<file path="config.mk">
export PLATFORM = sky130hd
export DESIGN_NAME = string_escape_decoder_unit
export DESIGN_NICKNAME = d
export VERILOG_FILES = /design/src/design/sed_pkg.sv /design/src/design/sed_decode.sv /design/src/design/sed_res_fifo.sv /design/src/design/string_escape_decoder_unit.sv
export SDC_FILE = /design/constraint.sdc
export NUM_CORES = 1
export LEC_CHECK = 0
export BUFFER_PORTS_ARGS = -buffer_cell sky130_fd_sc_hd__buf_2
export CAP_MARGIN = 10
export CORE_UTILIZATION = 50
export DETAILED_ROUTE_END_ITERATION = 8
export PLACE_DENSITY_LB_ADDON = 0.2
export SYNTH_ARGS = -nofsm -noshare
export SYNTH_HDL_FRONTEND = slang
export SYNTH_SLANG_ARGS = --single-unit
export TNS_END_PERCENT = 20
</file>
<file path="constraint.sdc">
create_clock -name clk_i -period 3.4 [get_ports clk_i]
set_input_delay 0.17 -clock clk_i [delete_from_list [all_inputs] [get_ports clk_i]]
set_output_delay 0.17 -clock clk_i [all_outputs]
set_load 0.02 [all_outputs]
</file>
<file path="src/design/sed_pkg.sv">
// shared types, character codes and result codes for the string escape decoder
package sed_pkg;

  localparam logic [7:0] ChBslash = 8'h5C;
  localparam logic [7:0] ChQuote  = 8'h22;
  localparam logic [7:0] ChLowN   = 8'h6E;
  localparam logic [7:0] ChLowR   = 8'h72;
  localparam logic [7:0] ChLowT   = 8'h74;
  localparam logic [7:0] ChLowX   = 8'h78;
  localparam logic [7:0] ChZero   = 8'h30;
  localparam logic [7:0] ChLf     = 8'h0A;
  localparam logic [7:0] ChCr     = 8'h0D;
  localparam logic [7:0] ChTab    = 8'h09;

  localparam logic [1:0] StChar = 2'd0;
  localparam logic [1:0] StEnd  = 2'd1;
  localparam logic [1:0] StErr  = 2'd2;

  localparam int unsigned QDepth = 4;
  localparam int unsigned QPtrW  = $clog2(QDepth);
  localparam int unsigned QCntW  = $clog2(QDepth + 1);

  typedef struct packed {
    logic [1:0] status;
    logic [7:0] out_char;
    logic [1:0] err_count;
    logic [7:0] err_first;
    logic [7:0] err_second;
    logic [7:0] err_third;
    logic       run_last;
  } result_t;

  // results of one decoded item, slot 0 first
  typedef struct packed {
    logic [1:0] num;
    result_t    r0;
    result_t    r1;
  } push_t;

endpackage

</file>
<file path="src/design/sed_decode.sv">
// input register, escape state and per-byte decode into up to two results
module sed_decode import sed_pkg::*; (
  input  logic       clk_i,
  input  logic       rst_ni,
  input  logic       in_valid_i,
  output logic       in_ready_o,
  input  logic [7:0] in_byte_i,
  input  logic       body_end_i,
  input  logic       room_i,
  output push_t      push_o
);

  typedef enum logic [3:0] {
    PH_NORMAL = 4'b0001,
    PH_ESC    = 4'b0010,
    PH_HEX1   = 4'b0100,
    PH_HEX2   = 4'b1000
  } phase_e;

  // bit 4 set means not a hex digit
  function automatic logic [4:0] hex_value(input logic [7:0] c);
    logic [4:0] v;
    v = 5'h10;
    if (c >= 8'h30 && c <= 8'h39) v = {1'b0, c[3:0]};
    else if ((c >= 8'h61 && c <= 8'h66) || (c >= 8'h41 && c <= 8'h46))
      v = {1'b0, c[3:0] + 4'd9};
    return v;
  endfunction

  // bit 8 set means the pair is not allowed
  function automatic logic [8:0] hex_pair(input logic [7:0] c1, input logic [7:0] c2);
    logic [4:0] hi;
    logic [4:0] lo;
    logic       bad;
    hi  = hex_value(c1);
    lo  = hex_value(c2);
    bad = 1'b0;
    if (hi[4] || lo[4]) bad = 1'b1;
    else if (hi[3]) bad = 1'b1;
    else if (hi[2:0] == 3'd0) bad = !(lo[3:0] == 4'd9 || lo[3:0] == 4'd10 || lo[3:0] == 4'd13);
    else if (hi[2:0] == 3'd1) bad = 1'b1;
    else if (hi[2:0] == 3'd7 && lo[3:0] == 4'd15) bad = 1'b1;
    return {bad, hi[3:0], lo[3:0]};
  endfunction

  logic       vld_q, vld_d;
  logic [7:0] byte_q;
  logic       end_q;
  phase_e     phase_q, phase_d;
  logic [7:0] held_q, held_d;
  logic       mute_q, mute_d;
  logic       drop_q, drop_d;
  logic       fire;
  logic       pre_v;
  result_t    pre;
  result_t    end_r;
  logic [7:0] esc_ch;
  logic       esc_ok;
  logic [8:0] pair;

  assign fire       = vld_q && room_i;
  assign in_ready_o = !vld_q || room_i;
  assign vld_d      = in_ready_o ? in_valid_i : vld_q;

  always_ff @(posedge clk_i or negedge rst_ni) begin
    if (!rst_ni) begin
      vld_q   <= 1'b0;
      phase_q <= PH_NORMAL;
      held_q  <= '0;
      mute_q  <= 1'b0;
      drop_q  <= 1'b0;
    end else begin
      vld_q <= vld_d;
      if (fire) begin
        phase_q <= phase_d;
        held_q  <= held_d;
        mute_q  <= mute_d;
        drop_q  <= drop_d;
      end
    end
  end

  always_ff @(posedge clk_i) begin
    if (in_valid_i && in_ready_o) begin
      byte_q <= in_byte_i;
      end_q  <= body_end_i;
    end
  end

  always_comb begin
    esc_ok = 1'b1;
    esc_ch = byte_q;
    unique case (byte_q)
      ChLowN:  esc_ch = ChLf;
      ChLowR:  esc_ch = ChCr;
      ChLowT:  esc_ch = ChTab;
      ChBslash,
      ChQuote: esc_ch = byte_q;
      default: esc_ok = 1'b0;
    endcase
  end

  assign pair = hex_pair(held_q, byte_q);

  always_comb begin
    phase_d = phase_q;
    held_d  = held_q;
    mute_d  = mute_q;
    drop_d  = drop_q;
    pre_v   = 1'b0;
    pre     = '0;
    end_r   = '0;
    end_r.status   = StEnd;
    end_r.run_last = 1'b1;
    push_o  = '0;

    if (!drop_q) begin
      unique case (phase_q)
        PH_NORMAL: begin
          if (byte_q == ChBslash) begin
            phase_d = PH_ESC;
          end else if (!mute_q) begin
            pre_v        = 1'b1;
            pre.status   = StChar;
            pre.out_char = byte_q;
          end
        end
        PH_ESC: begin
          phase_d = PH_NORMAL;
          if (esc_ok) begin
            if (!mute_q) begin
              pre_v        = 1'b1;
              pre.status   = StChar;
              pre.out_char = esc_ch;
            end
          end else if (byte_q == ChZero) begin
            mute_d = 1'b1;
          end else if (byte_q == ChLowX) begin
            phase_d = PH_HEX1;
          end else begin
            pre_v         = 1'b1;
            pre.status    = StErr;
            pre.err_count = 2'd1;
            pre.err_first = byte_q;
            drop_d        = 1'b1;
          end
        end
        PH_HEX1: begin
          held_d  = byte_q;
          phase_d = PH_HEX2;
        end
        PH_HEX2: begin
          phase_d = PH_NORMAL;
          if (!pair[8]) begin
            if (!mute_q) begin
              pre_v        = 1'b1;
              pre.status   = StChar;
              pre.out_char = pair[7:0];
            end
          end else begin
            pre_v          = 1'b1;
            pre.status     = StErr;
            pre.err_count  = 2'd3;
            pre.err_first  = ChLowX;
            pre.err_second = held_q;
            pre.err_third  = byte_q;
            drop_d         = 1'b1;
          end
        end
        default: phase_d = PH_NORMAL;
      endcase
    end

    if (end_q) begin
      // escape left open at the end of the token
      if (!drop_d) begin
        unique case (phase_d)
          PH_ESC: begin
            pre_v      = 1'b1;
            pre.status = StErr;
          end
          PH_HEX1: begin
            pre_v         = 1'b1;
            pre.status    = StErr;
            pre.err_count = 2'd1;
            pre.err_first = ChLowX;
          end
          PH_HEX2: begin
            pre_v          = 1'b1;
            pre.status     = StErr;
            pre.err_count  = 2'd2;
            pre.err_first  = ChLowX;
            pre.err_second = held_d;
          end
          default: ;
        endcase
      end
      phase_d = PH_NORMAL;
      held_d  = '0;
      mute_d  = 1'b0;
      drop_d  = 1'b0;
      if (pre_v) begin
        push_o.num = fire ? 2'd2 : 2'd0;
        push_o.r0  = pre;
        push_o.r1  = end_r;
      end else begin
        push_o.num = fire ? 2'd1 : 2'd0;
        push_o.r0  = end_r;
      end
    end else begin
      pre.run_last = 1'b1;
      push_o.num   = (fire && pre_v) ? 2'd1 : 2'd0;
      push_o.r0    = pre;
    end
  end

`ifndef SYNTHESIS
  a_phase_onehot: assert property (@(posedge clk_i) disable iff (!rst_ni) $onehot(phase_q))
    else $error("escape phase not one-hot");
  a_end_clears: assert property (@(posedge clk_i) disable iff (!rst_ni)
    fire && end_q |=> phase_q == PH_NORMAL && !mute_q && !drop_q)
    else $error("state not cleared after token end");
  a_two_ends: assert property (@(posedge clk_i) disable iff (!rst_ni)
    push_o.num == 2'd2 |-> push_o.r1.status == StEnd && push_o.r0.status != StEnd)
    else $error("two results that are not a result then the end marker");
  a_drop_quiet: assert property (@(posedge clk_i) disable iff (!rst_ni)
    fire && drop_q && !end_q |-> push_o.num == 2'd0)
    else $error("result while dropping");
`endif

endmodule

</file>
<file path="src/design/sed_res_fifo.sv">
// result queue taking up to two results per cycle and giving one per cycle while the output is ready
module sed_res_fifo import sed_pkg::*; (
  input  logic    clk_i,
  input  logic    rst_ni,
  input  push_t   push_i,
  output logic    room_o,
  output logic    out_valid_o,
  input  logic    out_ready_i,
  output result_t out_o
);

  result_t          mem_q [QDepth];
  logic [QPtrW-1:0] wr_q, rd_q;
  logic [QCntW-1:0] cnt_q, cnt_d;
  logic             pop;
  logic [QPtrW-1:0] wr_p1;

  assign out_valid_o = cnt_q != '0;
  assign pop         = out_valid_o && out_ready_i;
  // room for two more results whatever leaves this cycle
  assign room_o      = cnt_q <= QCntW'(QDepth - 2);
  assign wr_p1       = wr_q + QPtrW'(1);
  assign out_o       = mem_q[rd_q];
  assign cnt_d       = cnt_q + QCntW'(push_i.num) - QCntW'(pop);

  always_ff @(posedge clk_i or negedge rst_ni) begin
    if (!rst_ni) begin
      wr_q  <= '0;
      rd_q  <= '0;
      cnt_q <= '0;
    end else begin
      wr_q  <= wr_q + QPtrW'(push_i.num);
      rd_q  <= rd_q + QPtrW'(pop);
      cnt_q <= cnt_d;
    end
  end

  always_ff @(posedge clk_i) begin
    if (push_i.num != 2'd0) mem_q[wr_q] <= push_i.r0;
    if (push_i.num == 2'd2) mem_q[wr_p1] <= push_i.r1;
  end

`ifndef SYNTHESIS
  a_cnt_bound: assert property (@(posedge clk_i) disable iff (!rst_ni)
    cnt_q <= QCntW'(QDepth))
    else $error("queue count above depth");
  a_push_room: assert property (@(posedge clk_i) disable iff (!rst_ni)
    push_i.num != 2'd0 |-> room_o)
    else $error("push without room");
  a_cnt_step: assert property (@(posedge clk_i) disable iff (!rst_ni)
    pop && push_i.num == 2'd0 |=> cnt_q == $past(cnt_q) - QCntW'(1))
    else $error("queue count did not drop on pop");
`endif

endmodule

</file>
<file path="src/design/string_escape_decoder_unit.sv">
// top level of the string escape decoder: stream ports, decoder and result queue
// an accepted item is held in the input register, decoded, and its results written into the result queue
// throughput: one item per cycle while each item gives at most one result and the output is not stalled
// an item that gives two results (a character or error, then the end) writes both at once; they leave one at a time
// the four-entry result queue limits this rate; input stalls while it holds over two
// reset: asynchronous active low, clears escape state, input valid flag and queue pointers and count
module string_escape_decoder_unit import sed_pkg::*; (
  input  logic        clk_i,
  input  logic        rst_ni,
  input  logic        s_tvalid,
  output logic        s_tready,
  input  logic [7:0]  s_tdata,   // in_byte
  input  logic        s_tlast,   // body_end
  output logic        m_tvalid,
  input  logic        m_tready,
  output logic [39:0] m_tdata,   // out_char, err_count, err_first, err_second, err_third
  output logic [1:0]  m_tuser,   // status
  output logic        m_tlast    // run_last
);

  push_t   push;
  logic    room;
  result_t res;

  sed_decode u_decode (
    .clk_i      (clk_i),
    .rst_ni     (rst_ni),
    .in_valid_i (s_tvalid),
    .in_ready_o (s_tready),
    .in_byte_i  (s_tdata),
    .body_end_i (s_tlast),
    .room_i     (room),
    .push_o     (push)
  );

  sed_res_fifo u_fifo (
    .clk_i       (clk_i),
    .rst_ni      (rst_ni),
    .push_i      (push),
    .room_o      (room),
    .out_valid_o (m_tvalid),
    .out_ready_i (m_tready),
    .out_o       (res)
  );

  assign m_tdata = {6'd0, res.err_third, res.err_second, res.err_first,
                    res.err_count, res.out_char};
  assign m_tuser = res.status;
  assign m_tlast = res.run_last;

endmodule

</file>
==> summary.md <==
| Metric | Value |
|---|---|
| CTS H-tree lvls | `4` |
| Reg2reg path depth | `13` |
| Leak | `3.959 nW` |
| Switching share of power | `between 30% and 40%` |
| Worst Skew | `9.648 ps` |
| Synth top area share | `34.01%` |
| Hold Crit Depth | `3` |
| Fraction of layout cells with a size suffix above 1 | `about 32%` |
| Reg2reg end | `u_fifo.mem_q[0][26]` |
| End point of the worst hold path | `u_fifo.rd_q[0]` |
| Clock power frac | `23.9%` |
| Max-cap violations | `0` |
| Flops & latches, synth | `179` |
| CTS tree | `done` |
| Synthesized cell area | `0.008240 mm^2` |
| Mean Syn Cell Area | `11.21 um^2` |
| Worst Setup Start Kind | `flip-flop` |
| Vias in the first global route | `~6600` |
| Total Nets Final | `874` |
| Final WL | `23.36 mm` |
| Yosys cell types | `75` |
| Post-synth EDFFs | `17` |
| Fmax | `0.2864 GHz` |
| Initial core utilization | `51.50%` |
| First-pass GRT wire length | `36.22 mm` |
| R2R Path Start | `u_decode.byte_q[1]` |
| Worst hold path class | `in -> reg` |
| Sequential area share after synthesis | `a little under half` |
| Main synth FF type | `dfxtp_1` |
| Wire per inst | `21.73 um` |
| Pre-CTS WS | `-120.5 ps` |
| Routed wl met3 | `1.374 mm` |
| Gr usage total | `~28%` |
| Total number of yosys warnings | `0` |
| Core Region | `0.01600 mm^2` |
| WHS | `153.6 ps` |
| Final min period | `between 3000 and 4000 ps` |
| Power Dens Cells | `770.1 mW/mm^2` |
| Highest Signal Layer | `met4` |
| Drt first pass iters | `6` |
| NetSw | `0.003047 W` |
| Row count | `46` |
| Crit-path max cell delay | `470 ps` |
| Maximum vdd drop | `600.3 uV` |
| Initial antenna violation count | `0` |
| DRT met1 WL | `10.08 mm` |
| Area contributors post-synth | `dfxtp_1 (34%), mux4_2 (10%), o2bb2ai_1 (6.7%)` |
| Final number of max-transition violations | `0` |
| Die height | `130.4 um` |
| Worst Tran Pin Value | `879.5 ps` |
| Most common cell in the netlist | `dfxtp_1` |
| Ys async rst share | `around an eighth` |
| Clock-pin slew on the worst setup and hold paths | `about 70 ps` |
| Data arrival, critical path | `~3800 ps` |
| RSZ-0062 raised after global routing | `true` |
| CTS buffer count | `17` |
| Max_slew headroom | `41.37%` |
| Post-synth top area cell | `dfxtp_1` |
| Via count | `around 6900` |
| Critical-path cell list | `ha_2 -> mux2i_2 -> nor4_2 -> or3_4 -> o311ai_1 -> buf_4 -> nor2_4 -> buf_4 -> a31o_1 -> or3_1 -> and2_1 -> buf_12 -> a22o_1` |
| Tcrit/Tclk final | `102.7%` |
| Initial DRC count | `685` |
| Setup violators final | `31` |
| Area delta synth->final | `24.05%` |
| Register-to-register setup slack | `-90 ps` |
| CTS Root Cell | `clkbuf_16` |
| Failing checks | `negative setup slack` |
| PortBufs | `51` |
| Critical-path cell with the highest stage delay | `edfxtp_1` |
| Diode count | `0` |
| Width of the die | `130.4 um` |
| DRC | `0` |
| Comb pwr share | `41.4%` |
| Synth Instances | `around 740` |
| Via density | `6.464` |
| Largest fanout on the critical path | `21` |
| GP Congestion | `0.9416` |
| Grt total ovfl | `0` |
| Endpoint class of the critical path | `flip-flop` |
| DR WL met2 | `11.33 mm` |
| Sink Count | `179` |
| HPWL Detailed | `15.51 mm` |
| Status | `finished with violations` |
| Clock Tree Buf Depth | `2` |
| CP Class | `reg -> reg` |
| Worst endpoint required time | `3720 ps` |
| Cell mode on critical path | `buf_4` |
| Full die area | `0.01700 mm^2` |
| Reg power frac | `a little over a third` |
| Internal power | `0.004825 W` |
| Final Hold Vio Count | `0` |
| IO Pins | `between 50 and 60` |
| Worst-skew pair later-pin latency | `between 400 and 500 ps` |
| Pin count of the biggest net entering global routing | `39` |
| Post-DRT Antenna Nets | `0` |
| Final setup margin | `-91.55 ps` |
| Post-synth top cells | `dfxtp_1 (140), o2bb2ai_1 (63), clkbuf_1 (51)` |
| Min-delay src | `m_tready` |
stage by stage:
step	instances	instance area [um^2]	setup TNS (ps)	power, W	utilization, %
floorplan	740	8309	-12.98	0.004642	-
CTS	1064	9971	0	0.007723	62.32
finish	1075	10220	-1419	0.007872	63.89
global placement	1019	9199	-34.16	0.005714	57.49
detailed placement	1019	9199	-149.8	0.005767	57.49
global route	1075	10220	-7407	0.008250	63.89
flip-flops by register name, indices dropped and copies added (netlist names):
register          cells
u_decode.phase_q      4
u_decode.drop_q       1
u_decode.end_q        1
u_decode.vld_q        1
u_fifo.cnt_q          3
u_decode.mute_q       1
u_decode.held_q       8
u_fifo.wr_q           2
u_fifo.rd_q           2
u_decode.byte_q       8
u_fifo.mem_q        148
layout by cell type, fill, tap and decap left out, drive strengths merged, types with 4 or more instances in the layout:
| cell type | n |
|---|---|
| a22o | 37 |
| and2 | 10 |
| ha | 13 |
| dfxtp | 140 |
| or3 | 10 |
| a32o | 33 |
| nand2b | 4 |
| nor2 | 21 |
| inv | 22 |
| nand3b | 6 |
| conb | 6 |
| clkinv | 7 |
| and3 | 5 |
| o21ai | 38 |
| a22oi | 11 |
| xor2 | 4 |
| a21o | 4 |
| nand3 | 25 |
| nand2 | 35 |
| clkbuf | 18 |
| a31oi | 6 |
| mux4 | 37 |
| nor3 | 8 |
| a21oi | 16 |
| buf | 152 |
| edfxtp | 17 |
| dfrtp | 21 |
| o2bb2ai | 63 |
| dlygate4sd3 | 11 |
| or4b | 5 |
| o211ai | 8 |
| nor2b | 4 |
| nor4 | 6 |
final cells by class:
cell class                 count  area (um^2)
inverter                      18        67.56
clock buffer                  18        429.2
tap                          216        270.3
sequential                   179         3867
timing repair buffer         163         1197
clock inverter                13        130.1
multi-input combinational    468         4260
fill                        1304         5778
critical path: cells and delay by family, from the launching register on:
kind,cells,cell delay (ps)
and+or+nand+nor,5,1070
adders and majority gates,1,280
AOI/OAI and AO/OA,3,770
buffers and inverters,3,550
DFF,1,470
muxes,1,230
what timing repair did:
action,CTS,global route
gates cloned,0,0
hold buffers,11,0
buffers inserted,3,11
resized for setup,17,36
endpoints found under the hold margin,31,0
pin swaps,7,18
endpoints found under the setup margin,14,110
metal layers:
metal  vias up  global-route usage, %
met1      3507                  38.13
met3        50                  5.252
met2       293                  45.68
li1       3099                      -
met5         -                      0
met4         0                  11.16
worst max path at each step:
stage | startpoint | endpoint | slack (ps) | cells past startpoint
floorplan | u_decode.held_q[1] | u_fifo.cnt_q[2] | -10 | 17
global placement | u_decode.byte_q[2] | u_fifo.cnt_q[2] | -30 | 16
detailed placement | u_decode.byte_q[1] | u_fifo.cnt_q[2] | -120 | 17
CTS | u_decode.byte_q[0] | u_fifo.cnt_q[2] | 6 | 13
global route | u_decode.byte_q[1] | u_fifo.cnt_q[2] | -250 | 18
finish | u_decode.byte_q[1] | u_fifo.mem_q[0][26] | -90 | 13
power by group through the flow:
stage	registers (W)	logic (W)	clock network [W]
floorplan	0.00258	0.00206	0
global route	0.00276	0.00349	0.00200
global placement	0.00274	0.00298	0
detailed placement	0.00275	0.00301	0
finish	0.00273	0.00326	0.00188
CTS	0.00271	0.00311	0.00190
logic make-up after synthesis:
group	synth area share [%]
adder cells (fa/ha/maj)	2.217
buffers and inverters	5.132
other	0.04551
XOR/XNOR	0.7440
AO/OA/AOI/OAI	24.48
AND/OR/NAND/NOR	10.11
multiplexers	10.37
flip-flops	46.90
No activity file was read; power rests on OpenSTA's default activity.
